<file path="src/hw/rtl/ata2d_pkg.sv">
// Types and constants of the 2-D affine transform accumulator.
// Used by the sin/cos, multiply-accumulate, top and checker files; depends on nothing.
`default_nettype none
package ata2d_pkg;

   typedef enum logic [2:0] {
      CMD_IDENTITY  = 3'd0,
      CMD_LOAD_ROW  = 3'd1,
      CMD_ROTATE    = 3'd2,
      CMD_TRANSLATE = 3'd3,
      CMD_SHEAR     = 3'd4,
      CMD_SCALE     = 3'd5,
      CMD_TRANSFORM = 3'd6,
      CMD_READ_ROW  = 3'd7
   } cmd_type;

   localparam logic [1:0]         RowNone     = 2'd3;
   localparam logic [4:0]         CordicLast  = 5'd29;
   localparam logic signed [33:0] CordicGain  = 34'sd652032874;

   typedef struct packed {
      logic mul;
      logic acc;
      logic first;
   } mac_ctrl_type;

   function automatic logic [29:0] atan_entry(input logic [4:0] idx);
      logic [29:0] v;
      unique case (idx)
         5'd0:  v = 30'h20000000;
         5'd1:  v = 30'h12E4051E;
         5'd2:  v = 30'h09FB385B;
         5'd3:  v = 30'h051111D4;
         5'd4:  v = 30'h028B0D43;
         5'd5:  v = 30'h0145D7E1;
         5'd6:  v = 30'h00A2F61E;
         5'd7:  v = 30'h00517C55;
         5'd8:  v = 30'h0028BE53;
         5'd9:  v = 30'h00145F2F;
         5'd10: v = 30'h000A2F98;
         5'd11: v = 30'h000517CC;
         5'd12: v = 30'h00028BE6;
         5'd13: v = 30'h000145F3;
         5'd14: v = 30'h0000A2FA;
         5'd15: v = 30'h0000517D;
         5'd16: v = 30'h000028BE;
         5'd17: v = 30'h0000145F;
         5'd18: v = 30'h00000A30;
         5'd19: v = 30'h00000518;
         5'd20: v = 30'h0000028C;
         5'd21: v = 30'h00000146;
         5'd22: v = 30'h000000A3;
         5'd23: v = 30'h00000051;
         5'd24: v = 30'h00000029;
         5'd25: v = 30'h00000014;
         5'd26: v = 30'h0000000A;
         5'd27: v = 30'h00000005;
         5'd28: v = 30'h00000003;
         5'd29: v = 30'h00000001;
         default: v = 30'h0;
      endcase
      return v;
   endfunction

endpackage
`default_nettype wire

</file>
<file path="src/hw/rtl/ata2d_mac.sv">
// Shared multiply-accumulate with round-to-nearest and 32-bit saturation.
// Depends on ata2d_pkg.
`default_nettype none
module ata2d_mac #(
   parameter int FRAC_BITS = 16
) (
   input  logic                   clock,
   input  ata2d_pkg::mac_ctrl_type ctrl,
   input  logic signed [31:0]     op_a,
   input  logic signed [31:0]     op_b,
   output logic signed [31:0]     result,
   output logic                   saturated
);
   localparam logic signed [65:0] Half = 66'sd1 <<< (FRAC_BITS - 1);
   localparam logic signed [65:0] MaxV = 66'sd2147483647;
   localparam logic signed [65:0] MinV = -66'sd2147483648;

   logic signed [63:0] prod_ff;
   logic signed [65:0] acc_ff;
   logic signed [65:0] rnd;

   always_ff @(posedge clock) begin
      if (ctrl.mul) prod_ff <= 64'(op_a) * 64'(op_b);
      if (ctrl.acc) acc_ff  <= ctrl.first ? 66'(prod_ff) : acc_ff + 66'(prod_ff);
   end

   always_comb begin
      rnd = (acc_ff + Half) >>> FRAC_BITS;
      saturated = 1'b0;
      if (rnd > MaxV) begin
         result    = 32'sh7FFF_FFFF;
         saturated = 1'b1;
      end else if (rnd < MinV) begin
         result    = 32'sh8000_0000;
         saturated = 1'b1;
      end else begin
         result = rnd[31:0];
      end
   end
endmodule
`default_nettype wire

</file>
<file path="config.mk">
export PLATFORM = sky130hd
export DESIGN_NAME = ata2d_mac
export DESIGN_NICKNAME = d
export VERILOG_FILES = /design/src/hw/rtl/ata2d_pkg.sv /design/src/hw/rtl/ata2d_mac.sv
export SDC_FILE = /design/constraint.sdc
export NUM_CORES = 2
export LEC_CHECK = 0
export BUFFER_PORTS_ARGS = -buffer_cell sky130_fd_sc_hd__buf_2
export CAP_MARGIN = 20
export CORE_MARGIN = 1
export CORE_UTILIZATION = 40
export CTS_CLUSTER_DIAMETER = 100
export DETAILED_ROUTE_END_ITERATION = 10
export SLEW_MARGIN = 40
export SYNTH_ARGS = -nofsm -noshare
export SYNTH_HDL_FRONTEND = slang
export SYNTH_SLANG_ARGS = --single-unit
</file>
<file path="constraint.sdc">
create_clock -name clock -period 12.4 [get_ports clock]
set_clock_uncertainty 0.2 [all_clocks]
set_input_delay 0 -clock clock [delete_from_list [all_inputs] [get_ports clock]]
set_output_delay 0 -clock clock [all_outputs]
set_load 0.01 [all_outputs]
</file>
==> impl_metrics.json <==
{
  "status": "complete, but fails checks",
  "failed_checks": "hold timing",
  "cp_slowest_stage_delay_ns": 0.56,
  "row_count": 123,
  "ant_nets": 0,
  "final_common_cell": "fa_1",
  "cts_setup_buffers": 0,
  "cts_tree": "done",
  "synth_area_um2": 45690,
  "critical_path_cell_count": 26,
  "die_x_um": 340.0,
  "routed_via_density": 5.228,
  "path_clk_slew_ns": 0.06,
  "grt.overflow.total": 0,
  "cts_resized": 0,
  "syn_nets": 6298,
  "syn_avg_cell_area_um2": 9.330,
  "dpl.hpwl_mm": 96.79,
  "fin_setup_tns_ns": 0,
  "clkLatencyLatePin_ns": 0.44,
  "critPathBufInv": 5,
  "post-route-drc-count": 0,
  "cts_htree_levels": 4,
  "vias": 32990,
  "grt_max_degree": 73,
  "grt_use_total_pct": 22.50,
  "fin_crit_ns": 8.594,
  "cts.sinks": 130,
  "yosys_warnings": 0,
  "nNetsFinal": 6193,
  "drv_slew": 0,
  "fill_cells": 11040,
  "clk_path_buf_depth": 2,
  "synth_fa_ha_area_share_pct": 54.30,
  "synthTopCellsByArea": "fa_1 (47%), edfxtp_1 (8.5%), inv_1 (8.2%), and2_1 (7.0%), ha_1 (6.8%)",
  "yosysSeqAreaShare_pct": 8.544,
  "reg2reg_setup_slack_ns": 7.84,
  "crit_end": "prod_ff[61]$_DFFE_PP_",
  "netlist-cell-type-count": 80,
  "crit_path_start": "op_b[31]",
  "io_pins": 101,
  "layout-drive-gt1-share_pct": 4.142,
  "async_flop_share_pct": 0,
  "fmax_mhz": 116.4,
  "worstMarginPinSlew_ns": 0.9423,
  "synth_edf_count": 130,
  "synth_simple_gate_area_share_pct": 16.14,
  "crit_path_end_kind": "register",
  "reg2reg_to": "acc_ff[64]$_DFFE_PP_",
  "maxSlewHeadroom_pct": 37.18,
  "cts-root-buf": "clkbuf_16",
  "drt_first_iter_violations": 2333,
  "startpoint_type": "input port",
  "synth_seq_cells": 130,
  "drt_wl_total_mm": 126.0,
  "synthMuxAreaShare_pct": 0.1835,
  "first_pass_iters": 6,
  "synth_largest_area_cell": "fa_1",
  "setup-violations-final": 0,
  "yosys.area_share.xor_xnor_pct": 3.278,
  "worstPathRequired_ns": 12.38,
  "syn-instance-count": 4897,
  "cp.arrival_ns": 8.57,
  "grt_pass1_wl_mm": 202.1,
  "path_delay_family": "adder cells",
  "cts_buffers": 17,
  "grt_pass1_vias": 35380,
  "fp.dieH_um": 340.0,
  "max-cap-violations": 0,
  "yosys.area.top_type_share_pct": 47.45,
  "antenna_found_initial": 10,
  "criticalPathCategory": "in2reg",
  "synth_compound_area_share_pct": 7.156,
  "hold_path_class": "in2reg",
  "rsz0062_at_grt": "no",
  "cp_common_cell": "fa_1",
  "core-area_um2": 112800,
  "place_congestion": 0.8752,
  "synth_top_family_by_area": "adder cells",
  "floorplan.initialDensity_pct": 40.50,
  "portBuffers": 100,
  "r2r_start": "prod_ff[0]$_DFFE_PP_",
  "slowest_stage": "fa_1",
  "r2r_cells": 14,
  "synthFlopType": "edfxtp_1",
  "min_path_cells": 2,
  "final_cell_mix": "fa_1 (1083), inv_1 (1001), nand2_1 (666), and2_1 (509), ha_1 (250)",
  "whs_ns": -0.01286,
  "routedWlPerCell_um": 19.96,
  "area_growth_pct": 5.009,
  "finalHoldViolCount": 7,
  "crit_fanout": 16,
  "post-route-period-util_pct": 69.30,
  "die_area_um2": 115600,
  "holdBufCountCts": 0
}
[metrics by stage]
stage	area (um2)	hold WS (ns)	utilization (%)	setup WS, ns	cells
finish	47980	-0.01286	42.53	3.806	6310
global route	47960	0.03167	42.52	3.377	6305
CTS	47840	0.007667	42.41	3.864	6300
detailed placement	47310	0.3537	41.94	3.418	6269
global placement	47280	0.3475	41.91	3.582	6268
floorplan	45690	-0.08750	-	4.578	4897
[worst min-delay path by stage]
stage	start	endpoint	slack [ns]
after floorplan	ctrl[1]	acc_ff[0]$_DFFE_PP_	-0.09
after global placement	prod_ff[4]$_DFFE_PP_	acc_ff[4]$_DFFE_PP_	0.35
after detailed placement	prod_ff[5]$_DFFE_PP_	acc_ff[5]$_DFFE_PP_	0.35
after CTS	ctrl[1]	acc_ff[62]$_DFFE_PP_	0.008
after global routing	ctrl[1]	acc_ff[63]$_DFFE_PP_	0.03
final	ctrl[1]	acc_ff[63]$_DFFE_PP_	-0.01
[registers in the layout (all words and copies together), names as in the netlist]
register  cells
prod_ff      64
acc_ff       66
[cells by family (layout without fill, tap and decap cells)]
kind of cell               Yosys count  after routing
adders and majority gates         1333           1333
DFF                                130            130
muxes                                8              8
buffers and inverters             1257           1164
xor gates and xnor gates           171            171
AOI/OAI and AO/OA                  511            511
and+or+nand+nor                   1487           1487
other                                0              6
[layout make-up]
| class | instances | area [um2] | area share (%) |
|---|---|---|---|
| well taps | 1500 | 1877 | 3.912 |
| clock buffers | 21 | 440.4 | 0.9180 |
| flip-flops and latches | 130 | 3904 | 8.137 |
| clock inverters | 10 | 88.84 | 0.1852 |
| repair buffers | 132 | 863.3 | 1.799 |
| multi-input cells | 3510 | 37030 | 77.19 |
| diodes | 6 | 15.01 | 0.03129 |
| inverters | 1001 | 3757 | 7.832 |
[cells in the mapped netlist (10+ instances only)]
master,number
a21o_1,73
a21oi_1,138
a31oi_1,10
and2_1,509
and3_1,16
clkbuf_1,245
edfxtp_1,130
fa_1,1083
ha_1,250
inv_1,1001
nand2_1,666
nand2b_1,19
nand3_1,42
nand4_1,34
nor2_1,114
nor2b_1,14
nor3_1,24
o21a_1,23
o21ai_0,126
o21ai_1,15
o21ai_2,18
o21bai_1,23
xnor2_1,105
xor2_1,66
[worst reg2reg max path, delay by kind of cell, from the launching register on]
kind	cells	cell delay [ns]
AOI/OAI and AO/OA	9	2.55
adders and majority gates	2	0.62
and+or+nand+nor	2	0.50
buffers and inverters	1	0.07
DFF	1	0.35
[per-layer routing]
| layer | vias up | global-route usage (%) | wire (um) |
|---|---|---|---|
| met2 | 1197 | 35.79 | 57030 |
| li1 | 14560 | - | - |
| met5 | - | 0 | 53 |
| met1 | 17050 | 32.36 | 55800 |
| met4 | 8 | 5.039 | 2566 |
| met3 | 173 | 3.452 | 10510 |
Power is not shown: default switching activity piles up to over one toggle a cycle in this logic, so the estimate is an artifact.
