$ cat src/hw/rtl/ata2d_pkg.sv
// Types and constants of the 2-D affine transform accumulator.
// Used by the sin/cos, multiply-accumulate, top and checker files; depends on nothing.
`default_nettype none
package ata2d_pkg;

   typedef enum logic [2:0] {
      CMD_IDENTITY  = 3'd0,
      CMD_LOAD_ROW  = 3'd1,
      CMD_ROTATE    = 3'd2,
      CMD_TRANSLATE = 3'd3,
      CMD_SHEAR     = 3'd4,
      CMD_SCALE     = 3'd5,
      CMD_TRANSFORM = 3'd6,
      CMD_READ_ROW  = 3'd7
   } cmd_type;

   localparam logic [1:0]         RowNone     = 2'd3;
   localparam logic [4:0]         CordicLast  = 5'd29;
   localparam logic signed [33:0] CordicGain  = 34'sd652032874;

   typedef struct packed {
      logic mul;
      logic acc;
      logic first;
   } mac_ctrl_type;

   function automatic logic [29:0] atan_entry(input logic [4:0] idx);
      logic [29:0] v;
      unique case (idx)
         5'd0:  v = 30'h20000000;
         5'd1:  v = 30'h12E4051E;
         5'd2:  v = 30'h09FB385B;
         5'd3:  v = 30'h051111D4;
         5'd4:  v = 30'h028B0D43;
         5'd5:  v = 30'h0145D7E1;
         5'd6:  v = 30'h00A2F61E;
         5'd7:  v = 30'h00517C55;
         5'd8:  v = 30'h0028BE53;
         5'd9:  v = 30'h00145F2F;
         5'd10: v = 30'h000A2F98;
         5'd11: v = 30'h000517CC;
         5'd12: v = 30'h00028BE6;
         5'd13: v = 30'h000145F3;
         5'd14: v = 30'h0000A2FA;
         5'd15: v = 30'h0000517D;
         5'd16: v = 30'h000028BE;
         5'd17: v = 30'h0000145F;
         5'd18: v = 30'h00000A30;
         5'd19: v = 30'h00000518;
         5'd20: v = 30'h0000028C;
         5'd21: v = 30'h00000146;
         5'd22: v = 30'h000000A3;
         5'd23: v = 30'h00000051;
         5'd24: v = 30'h00000029;
         5'd25: v = 30'h00000014;
         5'd26: v = 30'h0000000A;
         5'd27: v = 30'h00000005;
         5'd28: v = 30'h00000003;
         5'd29: v = 30'h00000001;
         default: v = 30'h0;
      endcase
      return v;
   endfunction

endpackage
`default_nettype wire

$ cat src/hw/rtl/ata2d_sincos.sv
// Angle unit: reciprocal-multiply conversion of degrees to a binary angle, then 30 CORDIC
// rotations. Depends on ata2d_pkg.
`default_nettype none
module ata2d_sincos #(
   parameter int FRAC_BITS = 16
) (
   input  logic               clock,
   input  logic               reset,
   input  logic               start,
   input  logic signed [31:0] deg,
   output logic               done,
   output logic signed [31:0] sin_out,
   output logic signed [31:0] cos_out
);
   localparam int Sh = 29 - FRAC_BITS;
   localparam logic [32:0] Recip45   = 33'd6108397933;
   localparam logic [27:0] Recip45Lo = 28'd190887436;
   localparam logic signed [33:0] Half = 34'sd1 <<< (29 - FRAC_BITS);

   typedef enum logic [2:0] {S_IDLE, S_RECIP, S_REM, S_FRAC, S_ANG, S_ROT, S_DONE}
      state_type;

   state_type          state_ff;
   logic [31:0]        mag_ff;
   logic               neg_ff;
   logic [26:0]        q1_ff;
   logic [5:0]         rem_ff;
   logic [31:0]        quo_ff;
   logic signed [33:0] x_ff, y_ff, z_ff;
   logic [4:0]         iter_ff;
   logic               flip_ff;
   logic               done_ff;
   logic signed [31:0] sin_ff, cos_ff;

   logic [31:0]        mag;
   logic [64:0]        prod_hi;
   logic [31:0]        prod45, rem_full;
   logic [26:0]        scaled;
   logic [54:0]        prod_lo;
   logic [31:0]        quo_in;
   logic [31:0]        ba, wrap, bz;
   logic signed [33:0] xs, ys, at, xr, yr;

   always_comb begin
      mag      = deg[31] ? (~deg + 32'd1) : deg;
      prod_hi  = {33'b0, mag_ff} * {32'b0, Recip45};
      prod45   = {5'b0, q1_ff} * 32'd45;
      rem_full = mag_ff - prod45;
      scaled   = {21'b0, rem_ff} << Sh;
      prod_lo  = {28'b0, scaled} * {27'b0, Recip45Lo};
      quo_in   = ({5'b0, q1_ff} << Sh) + {10'b0, prod_lo[54:33]};
      ba       = neg_ff ? (~quo_ff + 32'd1) : quo_ff;
      wrap     = ba + 32'h4000_0000;
      bz       = wrap[31] ? (ba ^ 32'h8000_0000) : ba;
      xs       = x_ff >>> iter_ff;
      ys       = y_ff >>> iter_ff;
      at       = signed'({4'b0, ata2d_pkg::atan_entry(iter_ff)});
      xr       = (x_ff + Half) >>> (30 - FRAC_BITS);
      yr       = (y_ff + Half) >>> (30 - FRAC_BITS);
   end

   always_ff @(posedge clock) begin
      if (reset) begin
         state_ff <= S_IDLE;
         done_ff  <= 1'b0;
      end else begin
         done_ff <= 1'b0;
         unique case (state_ff)
            S_IDLE: begin
               if (start) begin
                  mag_ff   <= mag;
                  neg_ff   <= deg[31];
                  state_ff <= S_RECIP;
               end
            end
            S_RECIP: begin
               q1_ff    <= prod_hi[64:38];
               state_ff <= S_REM;
            end
            S_REM: begin
               rem_ff   <= rem_full[5:0];
               state_ff <= S_FRAC;
            end
            S_FRAC: begin
               quo_ff   <= quo_in;
               state_ff <= S_ANG;
            end
            S_ANG: begin
               flip_ff  <= wrap[31];
               z_ff     <= 34'(signed'(bz));
               x_ff     <= ata2d_pkg::CordicGain;
               y_ff     <= '0;
               iter_ff  <= '0;
               state_ff <= S_ROT;
            end
            S_ROT: begin
               if (!z_ff[33]) begin
                  x_ff <= x_ff - ys;
                  y_ff <= y_ff + xs;
                  z_ff <= z_ff - at;
               end else begin
                  x_ff <= x_ff + ys;
                  y_ff <= y_ff - xs;
                  z_ff <= z_ff + at;
               end
               iter_ff <= iter_ff + 5'd1;
               if (iter_ff == ata2d_pkg::CordicLast) state_ff <= S_DONE;
            end
            S_DONE: begin
               cos_ff   <= flip_ff ? -xr[31:0] : xr[31:0];
               sin_ff   <= flip_ff ? -yr[31:0] : yr[31:0];
               done_ff  <= 1'b1;
               state_ff <= S_IDLE;
            end
            default: state_ff <= S_IDLE;
         endcase
      end
   end

   assign done    = done_ff;
   assign sin_out = sin_ff;
   assign cos_out = cos_ff;
endmodule
`default_nettype wire

$ cat config.mk
export PLATFORM = sky130hd
export DESIGN_NAME = ata2d_sincos
export DESIGN_NICKNAME = d
export VERILOG_FILES = /design/src/hw/rtl/ata2d_pkg.sv /design/src/hw/rtl/ata2d_sincos.sv
export SDC_FILE = /design/constraint.sdc
export NUM_CORES = 2
export LEC_CHECK = 0
export CORE_MARGIN = 5
export CORE_UTILIZATION = 35
export DETAILED_ROUTE_END_ITERATION = 7
export DONT_BUFFER_PORTS = 1
export GPL_ROUTABILITY_DRIVEN = 0
export SLEW_MARGIN = 5
export SYNTH_ARGS = -nofsm -noshare
export SYNTH_HDL_FRONTEND = slang
export SYNTH_SLANG_ARGS = --single-unit
$ cat constraint.sdc
create_clock -name clock -period 6.4 [get_ports clock]
set_input_delay 1.28 -clock clock [delete_from_list [all_inputs] [get_ports clock]]
set_output_delay 1.28 -clock clock [all_outputs]
set_load 0.03 [all_outputs]
==> summary.md <==
| Metric | Value |
|---|---|
| Area growth syn-to-layout | 15.14% |
| DRT Pass-1 Iters | 6 |
| Clk_lat worst skew | 0.59 ns |
| Slew of the pin with the lowest slew margin | 1.069 ns |
| Total of max-cap violations | 0 |
| CTS root buffer | clkbuf_16 |
| Commonest non-fill, non-tap cell in the layout | inv_1 |
| Failing checks | negative setup slack |
| Routed wire length | 112.1 mm |
| Clk sinks | 296 |
| Share of cells above drive strength 1 | 0.1569 |
| N_diodes | 0 |
| CP max-delay cell | fa_2 |
| Gr usage total | 0.1815 |
| Std-Cell Rows | 123 |
| Critical path launch point type | flip-flop |
| Drt drc | 0 |
| Worst Path Max Fanout | 4 |
| CTS tree | built |
| DRT antenna net count | 0 |
| Synthesized area | 39510 um2 |
| Non-Filler Instances | 5962 |
| Initial Util | 0.3517 |
| Post-Syn Instances | 4212 |
| Ys Warns | 0 |
| DR WL/cell | 18.80 um |
| Hold crit path type | flip-flop to flip-flop |
| Setup WS post-layout | -0.4478 ns |
| CTS buffer count | 37 |
| Most frequent cells in the layout | inv_1 (554), ha_1 (413), buf_4 (347) |
| Die Height | 346.0 um |
| Clock transition at path regs | 0.06 ns |
| Post-DP HPWL | 90.08 mm |
| Register area share after synthesis | 0.2164 |
| Syn_nets | 4982 |
| Hold slack | 0.5768 ns |
| Final Hold Vio Count | 0 |
| Vias | 31700 |
| CP Data Required Time | 6.73 ns |
| Rel. slew slack | 0.2823 |
| CP arrival | 7.18 ns |
| Final setup vio count | 17 |
| Synth Flop Type | edfxtp_1 |
| Flop and latch count out of synthesis | 296 |
| Largest net degree at the start of global routing | 65 |
| Status | complete, but fails checks |
| Number of global-route vias before repair | 32040 |
| Nets | 5203 |
| Max-slew violation count | 0 |
| Clock Path Buffers | 3 |
| Gr ovfl total | 0 |
| Die Wd | 346.0 um |
| Placed cell count | 5865 |
| Fin crit share | 1.070 |
| Area of the die | 119700 um2 |
| First-pass GRT wire length | 176.6 mm |
| Async SR Flop Fraction | 0 |
| Clock skew | 0.02658 ns |
| Initial antenna violation count | 1 |
| Via/cell ratio | 5.316 |
| PortBufs | 0 |
| Max frequency | 146.0 MHz |
| Core area | 112300 um2 |
| Unique masters post-synth | 93 |
| Syn_area_per_cell | 9.380 um2 |
| Crit-path max cell delay | 0.55 ns |
| Unrepaired setup endpoints after global routing | true |
| DRT iter0 DRCs | 2692 |
| Fillers | 10990 |
| H-tree levels | 2 |
| I/O pins | 100 |
| Critical path class | flip-flop to flip-flop |
| Final Critical Period | 6.848 ns |
| EDFF count, synth | 262 |
| Crit end category | flip-flop |
[logic make-up after synthesis]
logic type	Yosys count	share of synthesized area
AO/OA/AOI/OAI	890	0.1450
XOR/XNOR	388	0.08601
adder cells (fa/ha/maj)	735	0.2884
buffers and inverters	759	0.07503
flip-flops	296	0.2164
multiplexers	170	0.06958
AND/OR/NAND/NOR	974	0.1196
[Yosys cell counts (31+ instances only)]
cell / instances / share of area
inv_1: 571 / 0.054
ha_1: 442 / 0.14
fa_1: 293 / 0.15
nand2_1: 286 / 0.027
edfxtp_1: 262 / 0.20
nor2_1: 254 / 0.024
xnor2_1: 241 / 0.053
a21oi_1: 229 / 0.029
o21ai_0: 192 / 0.024
xor2_1: 147 / 0.033
clkbuf_1: 121 / 0.011
a21o_1: 103 / 0.020
mux4_2: 80 / 0.046
nor3_1: 71 / 0.0090
nand3_1: 68 / 0.0086
a31oi_1: 58 / 0.0092
mux2i_1: 57 / 0.014
a211oi_1: 42 / 0.0080
and3_1: 42 / 0.0067
nand2b_1: 41 / 0.0065
nand4_1: 36 / 0.0057
dfxtp_1: 34 / 0.017
and2_1: 33 / 0.0052
mux2_2: 31 / 0.0088
[flip-flops by register name, summed over array words and instances (netlist names)]
register,cells
at,30
cos_out,32
done,1
flip_ff,1
iter_ff,5
mag_ff,32
neg_ff,1
q1_ff,19
quo_ff,32
rem_ff,6
sin_out,32
state_ff,3
x_ff,34
y_ff,34
z_ff,34
[per-layer routing]
metal | up-vias | track usage | routed length, um | part of all wire
met5 | - | 0 | 12 | 0.00011
met4 | 2 | 0.07852 | 5857 | 0.052
met3 | 253 | 0.02682 | 5981 | 0.053
met2 | 996 | 0.3225 | 55040 | 0.49
met1 | 15250 | 0.2190 | 45220 | 0.40
li1 | 15190 | - | - | -
[final cells by class]
class / count / area [um2] / area share
Inverter: 575 / 2163 / 0.04756
Timing Repair Buffer: 366 / 2880 / 0.06332
Multi-Input combinational cell: 3157 / 28710 / 0.6312
Clock inverter: 22 / 286.5 / 0.006299
Tap cell: 1500 / 1877 / 0.04126
Sequential cell: 296 / 8548 / 0.1879
Clock buffer: 46 / 1023 / 0.02250
[what timing repair did]
item	CTS	global route
resized for setup	37	62
pin swaps	41	64
buffers inserted	19	11
hold buffers	0	0
setup endpoints to repair	19	20
[critical path: cells and delay by family (launching register included)]
| kind | cells | cell delay [ns] |
|---|---|---|
| adders and majority gates | 9 | 4.17 |
| and+or+nand+nor | 4 | 0.78 |
| AOI/OAI and AO/OA | 4 | 0.61 |
| buffers and inverters | 7 | 0.47 |
| DFF | 1 | 0.45 |
| xor gates and xnor gates | 1 | 0.14 |
[path summary, 6_finish.rpt]
check	startpoint	to	slack, ns	depth (start not counted)
max	mag_ff[30]	q1_ff[13]	-0.45	25
min	q1_ff[14]	quo_ff[27]	0.58	1
max reg2reg	mag_ff[30]	q1_ff[13]	-0.45	25
min reg2reg	q1_ff[14]	quo_ff[27]	0.58	1
[per-stage QoR]
stage | instance area [um2] | TNS (ns) | utilization | worst slack (ns)
after global routing | 45490 | -9.041 | 0.4049 | -0.6421
after global placement | 43500 | -4.829 | 0.3872 | -0.4422
after floorplan | 39800 | -0.2195 | - | -0.08848
after detailed placement | 43500 | -6.054 | 0.3872 | -0.5066
final | 45490 | -5.666 | 0.4049 | -0.4478
after CTS | 45090 | -5.031 | 0.4014 | -0.4247
Power is left out: the tool's default activity adds up to more than one toggle a clock period on the data nets, which glitch-free logic cannot reach.
